File: config.mk
export PLATFORM = sky130hd
export DESIGN_NAME = wav_pcm16_stream_parser_core_flat
export DESIGN_NICKNAME = d
export VERILOG_FILES = /design/src/sv/wavpcm_pkg.sv /design/src/sv/wavpcm_in_if.sv /design/src/sv/wavpcm_out_if.sv /design/src/sv/wav_pcm16_stream_parser_core.sv /design/src/flat_wrapper.sv
export SDC_FILE = /design/constraint.sdc
export NUM_CORES = 1
export LEC_CHECK = 0
export BUFFER_PORTS_ARGS = -buffer_cell sky130_fd_sc_hd__buf_2
export CORE_ASPECT_RATIO = 0.7
export CORE_MARGIN = 4
export CORE_UTILIZATION = 25
export CTS_CLUSTER_DIAMETER = 120
export CTS_CLUSTER_SIZE = 8
export DETAILED_ROUTE_END_ITERATION = 10
export GPL_TIMING_DRIVEN = 0
export PLACE_DENSITY_LB_ADDON = 0.25
export SLEW_MARGIN = 25
export SYNTH_ARGS = -nofsm -noshare
export SYNTH_HDL_FRONTEND = slang
export SYNTH_SLANG_ARGS = --single-unit
File: constraint.sdc
create_clock -name clk -period 5.6 [get_ports clk]
set_clock_uncertainty 0.15 [all_clocks]
set_input_delay 0.56 -clock clk [delete_from_list [all_inputs] [get_ports clk]]
set_output_delay 0.56 -clock clk [all_outputs]
set_load 0.005 [all_outputs]
File: src/sv/wavpcm_pkg.sv
// Shared types, codes and helpers of the RIFF/WAVE PCM16 stream parser.
package wavpcm_pkg;

    // Parse phases
    localparam logic [3:0] PH_RIFF_TAG   = 4'd0;
    localparam logic [3:0] PH_RIFF_SIZE  = 4'd1;
    localparam logic [3:0] PH_WAVE_TAG   = 4'd2;
    localparam logic [3:0] PH_CHUNK_ID   = 4'd3;
    localparam logic [3:0] PH_CHUNK_SIZE = 4'd4;
    localparam logic [3:0] PH_FMT        = 4'd5;
    localparam logic [3:0] PH_SKIP       = 4'd6;
    localparam logic [3:0] PH_PAD        = 4'd7;
    localparam logic [3:0] PH_DATA       = 4'd8;

    // Final status codes
    localparam logic [3:0] ST_OK         = 4'd0;
    localparam logic [3:0] ST_TRUNC      = 4'd1;
    localparam logic [3:0] ST_NOT_RIFF   = 4'd2;
    localparam logic [3:0] ST_NOT_WAVE   = 4'd3;
    localparam logic [3:0] ST_FMT_SHORT  = 4'd4;
    localparam logic [3:0] ST_DATA_BAD   = 4'd5;
    localparam logic [3:0] ST_DATA_TRUNC = 4'd6;
    localparam logic [3:0] ST_FORMAT     = 4'd7;
    localparam logic [3:0] ST_MISSING    = 4'd8;

    // Input item kinds
    localparam logic REQ_BYTE = 1'b0;
    localparam logic REQ_EOF  = 1'b1;

    // Result kinds
    localparam logic KIND_SAMPLE = 1'b0;
    localparam logic KIND_STATUS = 1'b1;

    // Chunk tags, little-endian as collected
    localparam logic [31:0] TAG_RIFF = 32'h4646_4952;
    localparam logic [31:0] TAG_WAVE = 32'h4556_4157;
    localparam logic [31:0] TAG_FMT  = 32'h2074_6D66;
    localparam logic [31:0] TAG_DATA = 32'h6174_6164;

    // fmt chunk expectations: format 1 and 1 channel, 16 bits per sample
    localparam logic [31:0] FMT_PCM_MONO = 32'h0001_0001;
    localparam logic [15:0] FMT_BITS     = 16'd16;
    localparam logic [31:0] FMT_MIN_LEN  = 32'd16;

    // fmt field byte positions (after increment)
    localparam logic [4:0] FMT_POS_WORD0 = 5'd4;
    localparam logic [4:0] FMT_POS_RATE  = 5'd8;
    localparam logic [4:0] FMT_POS_END   = 5'd16;

    // Configuration port
    localparam int unsigned CFG_ADDR_W = 3;
    localparam logic        REG_MAX_DATA = 1'b0;
    localparam logic        REG_RATE     = 1'b1;
    localparam logic [31:0] RST_MAX_DATA = 32'd1920000;
    localparam logic [31:0] RST_RATE     = 32'd16000;

    typedef logic [3:0] phase_t;
    typedef logic [3:0] status_t;

    typedef struct packed {
        logic               result_kind;
        logic signed [15:0] sample;
        status_t            status;
        logic               last;
    } out_item_t;

    function automatic out_item_t mk_status(input status_t st);
        out_item_t r;
        r.result_kind = KIND_STATUS;
        r.sample      = '0;
        r.status      = st;
        r.last        = 1'b1;
        return r;
    endfunction

    function automatic out_item_t mk_sample(input logic [15:0] s);
        out_item_t r;
        r.result_kind = KIND_SAMPLE;
        r.sample      = $signed(s);
        r.status      = ST_OK;
        r.last        = 1'b0;
        return r;
    endfunction

endpackage

File: src/sv/wavpcm_in_if.sv
// Byte input channel of the WAVE parser: valid/ready plus item fields.
interface wavpcm_in_if;
    logic       valid;
    logic       ready;
    logic       req_type;
    logic [7:0] file_byte;

    modport source (output valid, output req_type, output file_byte, input ready);
    modport sink   (input valid, input req_type, input file_byte, output ready);
endinterface

File: src/sv/wavpcm_out_if.sv
// Result channel of the WAVE parser: valid/ready plus result fields.
interface wavpcm_out_if;
    logic               valid;
    logic               ready;
    logic               result_kind;
    logic signed [15:0] sample;
    logic [3:0]         status;
    logic               last;

    modport source (output valid, output result_kind, output sample, output status,
                    output last, input ready);
    modport sink   (input valid, input result_kind, input sample, input status,
                    input last, output ready);
endinterface

File: src/sv/wav_pcm16_stream_parser_core.sv
// Top level of the RIFF/WAVE PCM16 stream parser.
//
// Usage:
//   in_ch carries one file byte (req_type 0) or an end-of-file marker
//   (req_type 1) per transfer. out_ch carries samples (result_kind 0, Q1.15)
//   and exactly one final status per file (result_kind 1, last 1).
//   max_data_bytes and expected_rate are written over the APB port at byte
//   addresses 0 and 4; write them only while the block is idle.
// Timing:
//   An accepted item is latched in an input register and parsed when the
//   queue has room; results go to a four-entry result queue and are
//   offered on out_ch from there. One item per cycle is taken while the
//   queue has two free entries, since one byte can produce a sample and the
//   status together; the queue drains one result per cycle while out_ch is ready.
// Reset:
//   rst_n clears the parser to expect a RIFF tag, empties the queue and
//   loads the register defaults (1920000 bytes, 16000 Hz).
// Stalls:
//   When out_ch is held off, the queue fills and in_ch.ready drops; nothing
//   is dropped. Bytes after a status are ignored; an end marker rearms.
module wav_pcm16_stream_parser_core (
    input  logic                            clk,
    input  logic                            rst_n,
    wavpcm_in_if.sink                       in_ch,
    wavpcm_out_if.source                    out_ch,
    input  logic                            psel,
    input  logic                            penable,
    input  logic                            pwrite,
    input  logic [wavpcm_pkg::CFG_ADDR_W-1:0] paddr,
    input  logic [31:0]                     pwdata,
    output logic [31:0]                     prdata,
    output logic                            pready
);
    import wavpcm_pkg::*;

    localparam int unsigned OUT_DEPTH = 4;
    localparam int unsigned PTR_W     = $clog2(OUT_DEPTH);
    localparam int unsigned CNT_W     = PTR_W + 1;
    localparam logic [CNT_W-1:0] PUSH_ROOM = CNT_W'(OUT_DEPTH - 2);

    // Configuration registers
    logic [31:0] max_data_reg;
    logic [31:0] rate_reg;
    logic        cfg_wr;

    assign pready = 1'b1;
    assign cfg_wr = psel && penable && pwrite;
    assign prdata = (paddr[2] == REG_RATE) ? rate_reg : max_data_reg;

    always_ff @(posedge clk or negedge rst_n)
    begin
        if (!rst_n)
        begin
            max_data_reg <= RST_MAX_DATA;
            rate_reg     <= RST_RATE;
        end
        else if (cfg_wr)
        begin
            if (paddr[2] == REG_MAX_DATA)
                max_data_reg <= pwdata;
            else
                rate_reg <= pwdata;
        end
    end

    // Input register
    logic       in_vld_reg;
    logic       in_type_reg;
    logic [7:0] in_byte_reg;
    logic       proc_go;
    logic [CNT_W-1:0] cnt_reg;

    assign proc_go     = in_vld_reg && (cnt_reg <= PUSH_ROOM);
    assign in_ch.ready = !in_vld_reg || proc_go;

    always_ff @(posedge clk or negedge rst_n)
    begin
        if (!rst_n)
            in_vld_reg <= 1'b0;
        else if (in_ch.ready)
            in_vld_reg <= in_ch.valid;
    end

    always_ff @(posedge clk)
    begin
        if (in_ch.ready && in_ch.valid)
        begin
            in_type_reg <= in_ch.req_type;
            in_byte_reg <= in_ch.file_byte;
        end
    end

    // Parser state
    phase_t      phase_reg, phase_next;
    logic [4:0]  pos_reg, pos_next;
    logic [31:0] field_reg, field_next;
    logic [31:0] tag_reg, tag_next;
    logic [31:0] left_reg, left_next;
    logic        pad_reg, pad_next;
    logic        seen_reg, seen_next;
    logic        ok_reg, ok_next;
    logic [7:0]  low_reg, low_next;
    logic        sent_reg, sent_next;

    logic [1:0]  push_n;
    out_item_t   res0, res1;

    logic [31:0] col_tag, col_field, left_dec;
    logic [4:0]  pos_inc;
    status_t     eof_st;
    logic        ok_fmt;

    assign col_tag   = {in_byte_reg, tag_reg[31:8]};
    assign col_field = {in_byte_reg, field_reg[31:8]};
    assign left_dec  = left_reg - 32'd1;
    assign pos_inc   = pos_reg + 5'd1;

    // Status for an end marker, by phase
    always_comb
    begin
        case (phase_reg)
            PH_WAVE_TAG: eof_st = ST_NOT_WAVE;
            PH_CHUNK_ID,
            PH_SKIP,
            PH_PAD:      eof_st = ok_reg ? ST_MISSING : ST_FORMAT;
            PH_DATA:     eof_st = ST_DATA_TRUNC;
            default:     eof_st = ST_TRUNC;
        endcase
    end

    // Per-byte parse step
    always_comb
    begin
        phase_next = phase_reg;
        pos_next   = pos_reg;
        field_next = field_reg;
        tag_next   = tag_reg;
        left_next  = left_reg;
        pad_next   = pad_reg;
        seen_next  = seen_reg;
        ok_next    = ok_reg;
        low_next   = low_reg;
        sent_next  = sent_reg;
        push_n     = 2'd0;
        res0       = mk_status(ST_OK);
        res1       = mk_status(ST_OK);
        ok_fmt     = ok_reg;

        if (proc_go)
        begin
            if (in_type_reg == REQ_EOF)
            begin
                if (!sent_reg)
                begin
                    res0   = mk_status(eof_st);
                    push_n = 2'd1;
                end
                // rearm
                phase_next = PH_RIFF_TAG;
                pos_next   = '0;
                field_next = '0;
                tag_next   = '0;
                left_next  = '0;
                pad_next   = 1'b0;
                seen_next  = 1'b0;
                ok_next    = 1'b0;
                low_next   = '0;
                sent_next  = 1'b0;
            end
            else if (!sent_reg)
            begin
                case (phase_reg)
                    PH_RIFF_TAG:
                    begin
                        tag_next = col_tag;
                        pos_next = (pos_inc == 5'd4) ? 5'd0 : pos_inc;
                        if (pos_inc == 5'd4)
                            phase_next = PH_RIFF_SIZE;
                    end
                    PH_RIFF_SIZE:
                    begin
                        field_next = col_field;
                        pos_next   = (pos_inc == 5'd4) ? 5'd0 : pos_inc;
                        if (pos_inc == 5'd4)
                        begin
                            if (tag_reg != TAG_RIFF)
                            begin
                                res0      = mk_status(ST_NOT_RIFF);
                                push_n    = 2'd1;
                                sent_next = 1'b1;
                            end
                            else
                                phase_next = PH_WAVE_TAG;
                        end
                    end
                    PH_WAVE_TAG:
                    begin
                        tag_next = col_tag;
                        pos_next = (pos_inc == 5'd4) ? 5'd0 : pos_inc;
                        if (pos_inc == 5'd4)
                        begin
                            if (col_tag != TAG_WAVE)
                            begin
                                res0      = mk_status(ST_NOT_WAVE);
                                push_n    = 2'd1;
                                sent_next = 1'b1;
                            end
                            else
                                phase_next = PH_CHUNK_ID;
                        end
                    end
                    PH_CHUNK_ID:
                    begin
                        tag_next = col_tag;
                        pos_next = (pos_inc == 5'd4) ? 5'd0 : pos_inc;
                        if (pos_inc == 5'd4)
                            phase_next = PH_CHUNK_SIZE;
                    end
                    PH_CHUNK_SIZE:
                    begin
                        field_next = col_field;
                        pos_next   = (pos_inc == 5'd4) ? 5'd0 : pos_inc;
                        if (pos_inc == 5'd4)
                        begin
                            pad_next = col_field[0];
                            if (tag_reg == TAG_FMT)
                            begin
                                if (col_field < FMT_MIN_LEN)
                                begin
                                    res0      = mk_status(ST_FMT_SHORT);
                                    push_n    = 2'd1;
                                    sent_next = 1'b1;
                                end
                                else
                                begin
                                    left_next  = col_field - FMT_MIN_LEN;
                                    ok_next    = 1'b1;
                                    phase_next = PH_FMT;
                                end
                            end
                            else if (tag_reg == TAG_DATA)
                            begin
                                if (!seen_reg || (col_field == 32'd0) ||
                                    (col_field > max_data_reg) || col_field[0])
                                begin
                                    res0      = mk_status(ST_DATA_BAD);
                                    push_n    = 2'd1;
                                    sent_next = 1'b1;
                                end
                                else
                                begin
                                    left_next  = col_field;
                                    phase_next = PH_DATA;
                                end
                            end
                            else
                            begin
                                left_next = col_field;
                                if (col_field != 32'd0)
                                    phase_next = PH_SKIP;
                                else
                                    phase_next = col_field[0] ? PH_PAD : PH_CHUNK_ID;
                            end
                        end
                    end
                    PH_FMT:
                    begin
                        field_next = col_field;
                        pos_next   = pos_inc;
                        if ((pos_inc == FMT_POS_WORD0) && (col_field != FMT_PCM_MONO))
                            ok_fmt = 1'b0;
                        if ((pos_inc == FMT_POS_RATE) && (col_field != rate_reg))
                            ok_fmt = 1'b0;
                        if (pos_inc >= FMT_POS_END)
                        begin
                            if (col_field[31:16] != FMT_BITS)
                                ok_fmt = 1'b0;
                            pos_next  = 5'd0;
                            seen_next = 1'b1;
                            if (left_reg != 32'd0)
                                phase_next = PH_SKIP;
                            else
                                phase_next = pad_reg ? PH_PAD : PH_CHUNK_ID;
                        end
                        ok_next = ok_fmt;
                    end
                    PH_SKIP:
                    begin
                        left_next = left_dec;
                        if (left_dec == 32'd0)
                            phase_next = pad_reg ? PH_PAD : PH_CHUNK_ID;
                    end
                    PH_PAD:
                    begin
                        phase_next = PH_CHUNK_ID;
                    end
                    PH_DATA:
                    begin
                        left_next = left_dec;
                        if (pos_reg == 5'd0)
                        begin
                            low_next = in_byte_reg;
                            pos_next = 5'd1;
                            if (left_dec == 32'd0)
                            begin
                                res0      = mk_status(ok_reg ? ST_OK : ST_FORMAT);
                                push_n    = 2'd1;
                                sent_next = 1'b1;
                            end
                        end
                        else
                        begin
                            pos_next = 5'd0;
                            res0     = mk_sample({in_byte_reg, low_reg});
                            push_n   = 2'd1;
                            if (left_dec == 32'd0)
                            begin
                                res1      = mk_status(ok_reg ? ST_OK : ST_FORMAT);
                                push_n    = 2'd2;
                                sent_next = 1'b1;
                            end
                        end
                    end
                    default:
                    begin
                        // unused phase code: rearm
                        phase_next = PH_RIFF_TAG;
                        pos_next   = '0;
                        field_next = '0;
                        tag_next   = '0;
                        left_next  = '0;
                        pad_next   = 1'b0;
                        seen_next  = 1'b0;
                        ok_next    = 1'b0;
                        low_next   = '0;
                        sent_next  = 1'b0;
                    end
                endcase
            end
        end
    end

    always_ff @(posedge clk or negedge rst_n)
    begin
        if (!rst_n)
        begin
            phase_reg <= PH_RIFF_TAG;
            pos_reg   <= '0;
            field_reg <= '0;
            tag_reg   <= '0;
            left_reg  <= '0;
            pad_reg   <= 1'b0;
            seen_reg  <= 1'b0;
            ok_reg    <= 1'b0;
            low_reg   <= '0;
            sent_reg  <= 1'b0;
        end
        else
        begin
            phase_reg <= phase_next;
            pos_reg   <= pos_next;
            field_reg <= field_next;
            tag_reg   <= tag_next;
            left_reg  <= left_next;
            pad_reg   <= pad_next;
            seen_reg  <= seen_next;
            ok_reg    <= ok_next;
            low_reg   <= low_next;
            sent_reg  <= sent_next;
        end
    end

    // Result queue: up to two writes, one read per cycle
    out_item_t        out_mem [OUT_DEPTH];
    logic [PTR_W-1:0] wr_ptr_reg, rd_ptr_reg;
    logic [CNT_W-1:0] cnt_next;
    logic             pop;
    out_item_t        head;

    assign pop      = (cnt_reg != '0) && out_ch.ready;
    assign cnt_next = cnt_reg + CNT_W'(push_n) - CNT_W'(pop);

    always_ff @(posedge clk)
    begin
        if (push_n != 2'd0)
            out_mem[wr_ptr_reg] <= res0;
        if (push_n == 2'd2)
            out_mem[wr_ptr_reg + PTR_W'(1)] <= res1;
    end

    always_ff @(posedge clk or negedge rst_n)
    begin
        if (!rst_n)
        begin
            wr_ptr_reg <= '0;
            rd_ptr_reg <= '0;
            cnt_reg    <= '0;
        end
        else
        begin
            wr_ptr_reg <= wr_ptr_reg + PTR_W'(push_n);
            if (pop)
                rd_ptr_reg <= rd_ptr_reg + PTR_W'(1);
            cnt_reg <= cnt_next;
        end
    end

    assign head               = out_mem[rd_ptr_reg];
    assign out_ch.valid       = (cnt_reg != '0);
    assign out_ch.result_kind = head.result_kind;
    assign out_ch.sample      = head.sample;
    assign out_ch.status      = head.status;
    assign out_ch.last        = head.last;

    // Checks
    a_cnt_bound: assert property (@(posedge clk) disable iff (!rst_n)
        cnt_reg <= CNT_W'(OUT_DEPTH))
        else $error("result queue over capacity");

    a_status_marks_sent: assert property (@(posedge clk) disable iff (!rst_n)
        (proc_go && (in_type_reg == REQ_BYTE) && (push_n != 2'd0) &&
         (res0.last || (push_n == 2'd2))) |=> sent_reg)
        else $error("status emitted without closing the file");

    a_stall_holds_item: assert property (@(posedge clk) disable iff (!rst_n)
        !in_ch.ready |-> (in_vld_reg && (cnt_reg > PUSH_ROOM)))
        else $error("input stalled without a full queue");

endmodule
File: src/flat_wrapper.sv
// flat-port wrapper written by rule: the top's interface ports become plain ports
module wav_pcm16_stream_parser_core_flat import wavpcm_pkg::*;
  (clk, rst_n, psel, penable, pwrite, paddr, pwdata, prdata, pready, in_ch_valid, in_ch_req_type, in_ch_file_byte, in_ch_ready, out_ch_valid, out_ch_result_kind, out_ch_sample, out_ch_status, out_ch_last, out_ch_ready);
  wavpcm_in_if in_ch_i ();
  wavpcm_out_if out_ch_i ();
  input  logic clk;
  input  logic rst_n;
  input  logic psel;
  input  logic penable;
  input  logic pwrite;
  input  logic [wavpcm_pkg::CFG_ADDR_W-1:0] paddr;
  input  logic [31:0] pwdata;
  output logic [31:0] prdata;
  output logic pready;
  input wire logic [$bits(in_ch_i.valid)-1:0] in_ch_valid;
  input wire logic [$bits(in_ch_i.req_type)-1:0] in_ch_req_type;
  input wire logic [$bits(in_ch_i.file_byte)-1:0] in_ch_file_byte;
  output wire logic [$bits(in_ch_i.ready)-1:0] in_ch_ready;
  output wire logic [$bits(out_ch_i.valid)-1:0] out_ch_valid;
  output wire logic [$bits(out_ch_i.result_kind)-1:0] out_ch_result_kind;
  output wire logic [$bits(out_ch_i.sample)-1:0] out_ch_sample;
  output wire logic [$bits(out_ch_i.status)-1:0] out_ch_status;
  output wire logic [$bits(out_ch_i.last)-1:0] out_ch_last;
  input wire logic [$bits(out_ch_i.ready)-1:0] out_ch_ready;
  assign in_ch_i.valid = in_ch_valid;
  assign in_ch_i.req_type = in_ch_req_type;
  assign in_ch_i.file_byte = in_ch_file_byte;
  assign in_ch_ready = in_ch_i.ready;
  assign out_ch_valid = out_ch_i.valid;
  assign out_ch_result_kind = out_ch_i.result_kind;
  assign out_ch_sample = out_ch_i.sample;
  assign out_ch_status = out_ch_i.status;
  assign out_ch_last = out_ch_i.last;
  assign out_ch_i.ready = out_ch_ready;
  wav_pcm16_stream_parser_core u_core (.clk(clk), .rst_n(rst_n), .in_ch(in_ch_i), .out_ch(out_ch_i), .psel(psel), .penable(penable), .pwrite(pwrite), .paddr(paddr), .pwdata(pwdata), .prdata(prdata), .pready(pready));
endmodule
Yosys cells after proc, flatten, opt, wreduce, memory -nomap -nowiden

Memories as Yosys holds them, arrays and structs flattened.
Index checks and enable logic that the tools add are counted.

$add $sub $neg: 8
$mul: 0
Divide/modulo/power cells: 0
Magnitude comparators: 4
Equality and inequality tests: 42
Shift operators: 0
Mux-type cells: 121
Bitwise logic cells: 1
Reduce and logical (&&, ||, !) cells: 45

Operators by type and width:

| kind                    | number |
|---|---|
| $mux W32                | 12 |
| $mux W22                | 14 |
| $pmux W32 S2            | 2 |
| $pmux W32 S3            | 1 |
| $pmux W22 S4            | 1 |
| $mux W4                 | 20 |
| $logic_not A32 Y1       | 2 |
| $ne A32 B31 Y1 const B  | 2 |
| $reduce_bool A32 Y1     | 2 |
| $mux W1                 | 38 |
| $pmux W4 S9             | 1 |
| $eq A32 B30 Y1 const B  | 1 |
| $eq A32 B31 Y1 const B  | 1 |
| $gt A32 B32 Y1          | 1 |
| $lt A32 B5 Y1 const B   | 1 |
| $ne A32 B17 Y1 const B  | 1 |
| $ne A32 B32 Y1          | 1 |
| $sub A32 B1 Y32 const B | 1 |
| $sub A32 B5 Y32 const B | 1 |
| $mux W5                 | 6 |
| $ne A3 B1 Y1 const B    | 9 |
| $mux W8                 | 3 |
| $reduce_or A8 Y1        | 3 |
| $mux W2                 | 10 |
| 45 further kinds        | 87 |

Register bits: 198
Latch bits: 0
Bits in writable memories: 88
Memory bits (read-only): 0
Input port bits: 51
Memories kept: 1

Memory list:

| name           | depth | width | rd ports | clocked after Yosys merged registers in | wr ports | line                                | source |
|---|---|---|---|---|---|---|---|
| u_core.out_mem | 4     | 22    | 1        | 0                                       | 2        | wav_pcm16_stream_parser_core.sv:374 | `out_item_t out_mem [OUT_DEPTH];` |

Logic depth before layout (Yosys ltp)

Depth in word-level cells: 15
Depth in mapped cells: 19
Mapped depth without buffers: 16

Worst setup path before layout

No wires, ideal clock.

Kind: reg-to-reg
Start: register u_core.left_reg[0]
End: memory u_core.out_mem[1][1] (netlist bit), enable pin
Arrival time: 4.513 ns
Path slack: 0.671 ns
Stages on the path, launching flop included: 19
Path buffers: 2
Period minus slack after synthesis: 4.929 ns
Path through: dfrtp_1 > inv_1 > ha_1 > or4b_2 > or4_4 > buf_6 > nor3_1 > xnor2_1 > nand4_1 > or3_1 > inv_1 > ha_1 > nor2_1 > nor2_1 > a211oi_2 > a21oi_1 > o21bai_1 > clkbuf_1 > inv_1

RTL lines:

| item                   | line                                | source |
|---|---|---|
| from (decl)            | wav_pcm16_stream_parser_core.sv:98  | `logic [31:0] left_reg, left_next;` |
| from (signal assigned) | wav_pcm16_stream_parser_core.sv:364 | `left_reg <= left_next;` |
| to (decl)              | wav_pcm16_stream_parser_core.sv:374 |  |

==> flow_metrics.tcl <==
set metrics [dict create \
    regMostFlops "u_core.out_mem" \
    routed_wl_um 55100 \
    netlist_area_um2 15400 \
    synth_cell_types 84 \
    p_leak_uw 0.00742 \
    end_kind "flop" \
    synthToLayoutAreaGrowth_pct 19.1 \
    core_um2 60400 \
    grt_pass1_wl_um 84100 \
    rsz0062_at_grt "false" \
    ys.flop_type "dfrtp_1" \
    wl_per_cell_um 20.7 \
    ios 108 \
    holdWs_ns 0.0631 \
    die_h_um 216 \
    grt_usage_pct 16.3 \
    grt_max_degree 78 \
    cts_max_level 2 \
    grt_pass1_vias 13459 \
    antenna_cells 0 \
    yosysWarnings 0 \
    crit_arrival_ns 5.64 \
    path_max_fanout 10 \
    die_area_um2 65600 \
    cts.clk_slew.worst_paths_ns 0.06 \
    place_congestion 0.887 \
    async_reset_ff_share_pct 66.1 \
    ys_seq_elements 274 \
    numCtsBuffers 40 \
    clock-sinks 274 \
    worst_pin_slew_ns 0.897 \
    nFillCells 6433 \
    insertion_delay_ns 0.56 \
    initial_core_util_pct 25.4 \
    cts_tree "yes" \
    final_net_count 1918 \
    remaining_drc_errors 0 \
    seq_area_frac_synth_pct 43.0 \
    grt_antenna_before_repair 0 \
    vias_per_cell 5.22 \
    syn_nets 1764 \
    dpl.hpwl_um 41800 \
    worst-setup-path-type "flop to flop" \
    final_util_pct 30.3 \
    drt_iter0_markers 1425 \
    fmax_ghz 0.187 \
    synthCells 1670 \
    synth_edf_count 21 \
    maxCapViolations 0 \
    fp-row-count 75 \
    finalCriticalPeriod_ns 5.36 \
    required_ns 5.88 \
    status "finished, final reports clean" \
    num_vias 13866 \
    ir_worst_vdd_uv 206 \
    largest_register_ffs 84 \
    report.final.slew_viol_count 0 \
    clk_path_buf_depth 3 \
    portBuffers 104 \
    start_kind "flop" \
    root_buffer "clkbuf_16" \
    dr.pass1.iters 5 \
    period_share_pct 95.7 \
    die-width_um 304 \
    relSlewSlack_pct 39.7 \
    grt.overflow.total 0 \
    p_per_area_nw_per_um2 509 \
    ant_nets 0 \
    setup_violations 0 \
    final-hold-violation-count 0 \
    drive_gt1_share_pct 16.7 \
    hold_class "primary input to flop" \
    avgSynthCellArea_um2 9.21 \
]
==> cells by family after synthesis <==
logic type               count (synthesis)  synth area share [%]
AND/OR/NAND/NOR                        614                  19.5
AO/OA/AOI/OAI                          379                  15.9
flip-flops                             274                  43.0
buffers and inverters                  179                  4.56
multiplexers                           106                  9.14
XOR/XNOR                                74                  4.21
adder cells (fa/ha/maj)                 43                  3.55
other                                    1                0.0244
==> layer usage <==
layer,share of wire [%],GRT usage [%]
met1,50,25.1
met2,40,22.7
met3,7.7,3.48
met4,2.4,4.50
met5,0,0
==> layout by cell type, fill, tap and decap left out, drive strengths merged, types with 14 or more instances in the layout <==
master	synthesis	routed
clkbuf	98	164
dfrtp	168	168
a22o	48	48
nor2	78	78
ha	42	42
xnor2	62	62
nor3	36	36
o31ai	31	31
nand4	54	54
inv	60	60
dfxtp	72	72
o21ai	161	161
buf	20	130
mux2	66	66
a21oi	50	50
edfxtp	21	21
mux4	21	21
nand2	282	282
nor4	25	25
mux2i	19	19
o22ai	14	14
nand3	26	26
or3	15	15
nor2b	15	15
==> synth_stat cells, types with 7 or more instances <==
master / count / area [µm²]
clkbuf_1: 98 / 368
xnor2_1: 62 / 543
nor2_1: 77 / 289
o22ai_1: 14 / 87.6
nor4b_1: 7 / 61.3
and3_1: 11 / 68.8
or4_1: 12 / 90.1
nor3_1: 36 / 180
nor2b_1: 15 / 93.8
mux2_2: 66 / 743
nand4_1: 54 / 338
mux2i_1: 19 / 190
mux4_2: 21 / 473
and2_1: 10 / 62.6
a21oi_1: 49 / 245
nand2b_1: 11 / 68.8
nand3_1: 26 / 130
nand2_1: 282 / 1060
inv_1: 60 / 225
dfrtp_1: 168 / 4200
xor2_1: 12 / 105
a22o_1: 48 / 420
dfxtp_1: 72 / 1440
o21ai_0: 156 / 781
or3_1: 14 / 87.6
o31ai_1: 30 / 225
edfxtp_1: 21 / 631
dfstp_2: 13 / 342
buf_2: 12 / 60.1
a31oi_1: 10 / 62.6
nor4_1: 24 / 150
ha_1: 42 / 526
==> worst paths after layout <==
kind	start	to	slack, ns	cells past startpoint
max	u_core.left_reg[0]	u_core.out_mem[1][20]	0.24	19
min	in_ch_file_byte[0]	u_core.in_byte_reg[0]	0.06	1
max reg2reg	u_core.left_reg[0]	u_core.out_mem[1][20]	0.24	19
min reg2reg	u_core.out_mem[0][14]	u_core.out_mem[0][14]	0.31	2
max in group asynchronous	rst_n	u_core.cnt_reg[1]	4.24	3
min in group asynchronous	rst_n	u_core.max_data_reg[13]	0.31	2
==> cell type report <==
cell class                      count  area [µm²]  area share [%]
Inverter                           61         229            1.25
Tap cell                          808        1010            5.52
Clock buffer                       65        1140            6.21
Sequential cell                   274        6620            36.1
Timing Repair Buffer              113         638            3.48
Buffer                            117         487            2.66
Multi-Input combinational cell   1217        8170            44.6
Clock inverter                      2        25.0           0.137
==> metrics by stage <==
step	instance area (µm²)	power, µW	cells	setup TNS [ns]	setup slack, ns
after floorplan	15400	5430	1670	0	0.671
after global placement	16900	6850	2582	-19.16	-0.841
after detailed placement	17000	6860	2585	-18.58	-0.808
after CTS	18200	9220	2652	0	0.0303
after global routing	18300	9860	2657	0	0.0627
final	18300	9320	2657	0	0.241
==> worst max-delay path: stages (launching register included) <==
cell and delay (ns):
dfrtp_1 0.46, inv_1 0.11, ha_1 0.19, or4b_2 0.65, or4_4 0.45, buf_6 0.17
nor3_2 0.23, xnor2_1 0.27, nand4_1 0.21, or3_4 0.49, inv_1 0.08, ha_1 0.23
nor2_1 0.10, nor2_1 0.08, a211oi_4 0.37, a21oi_4 0.16, and3_1 0.21, buf_2 0.19
buf_2 0.23, a22o_1 0.21
==> power by group <==
| group | switching (µW) | leakage, µW | internal [µW] |
|---|---|---|---|
| clock | 913 | 0.000556 | 1380 |
| sequential | 367 | 0.00312 | 2370 |
| combinational | 2860 | 0.00374 | 1430 |
==> what timing repair did <==
action	4_1_cts	5_1_grt
pin swaps	1	4
setup endpoints to repair	46	75
endpoints found under the hold margin	29	0
gates cloned	0	0
hold buffers	1	0
resized for setup	16	17
setup buffers	0	5
(Power assumes the default switching activity.)
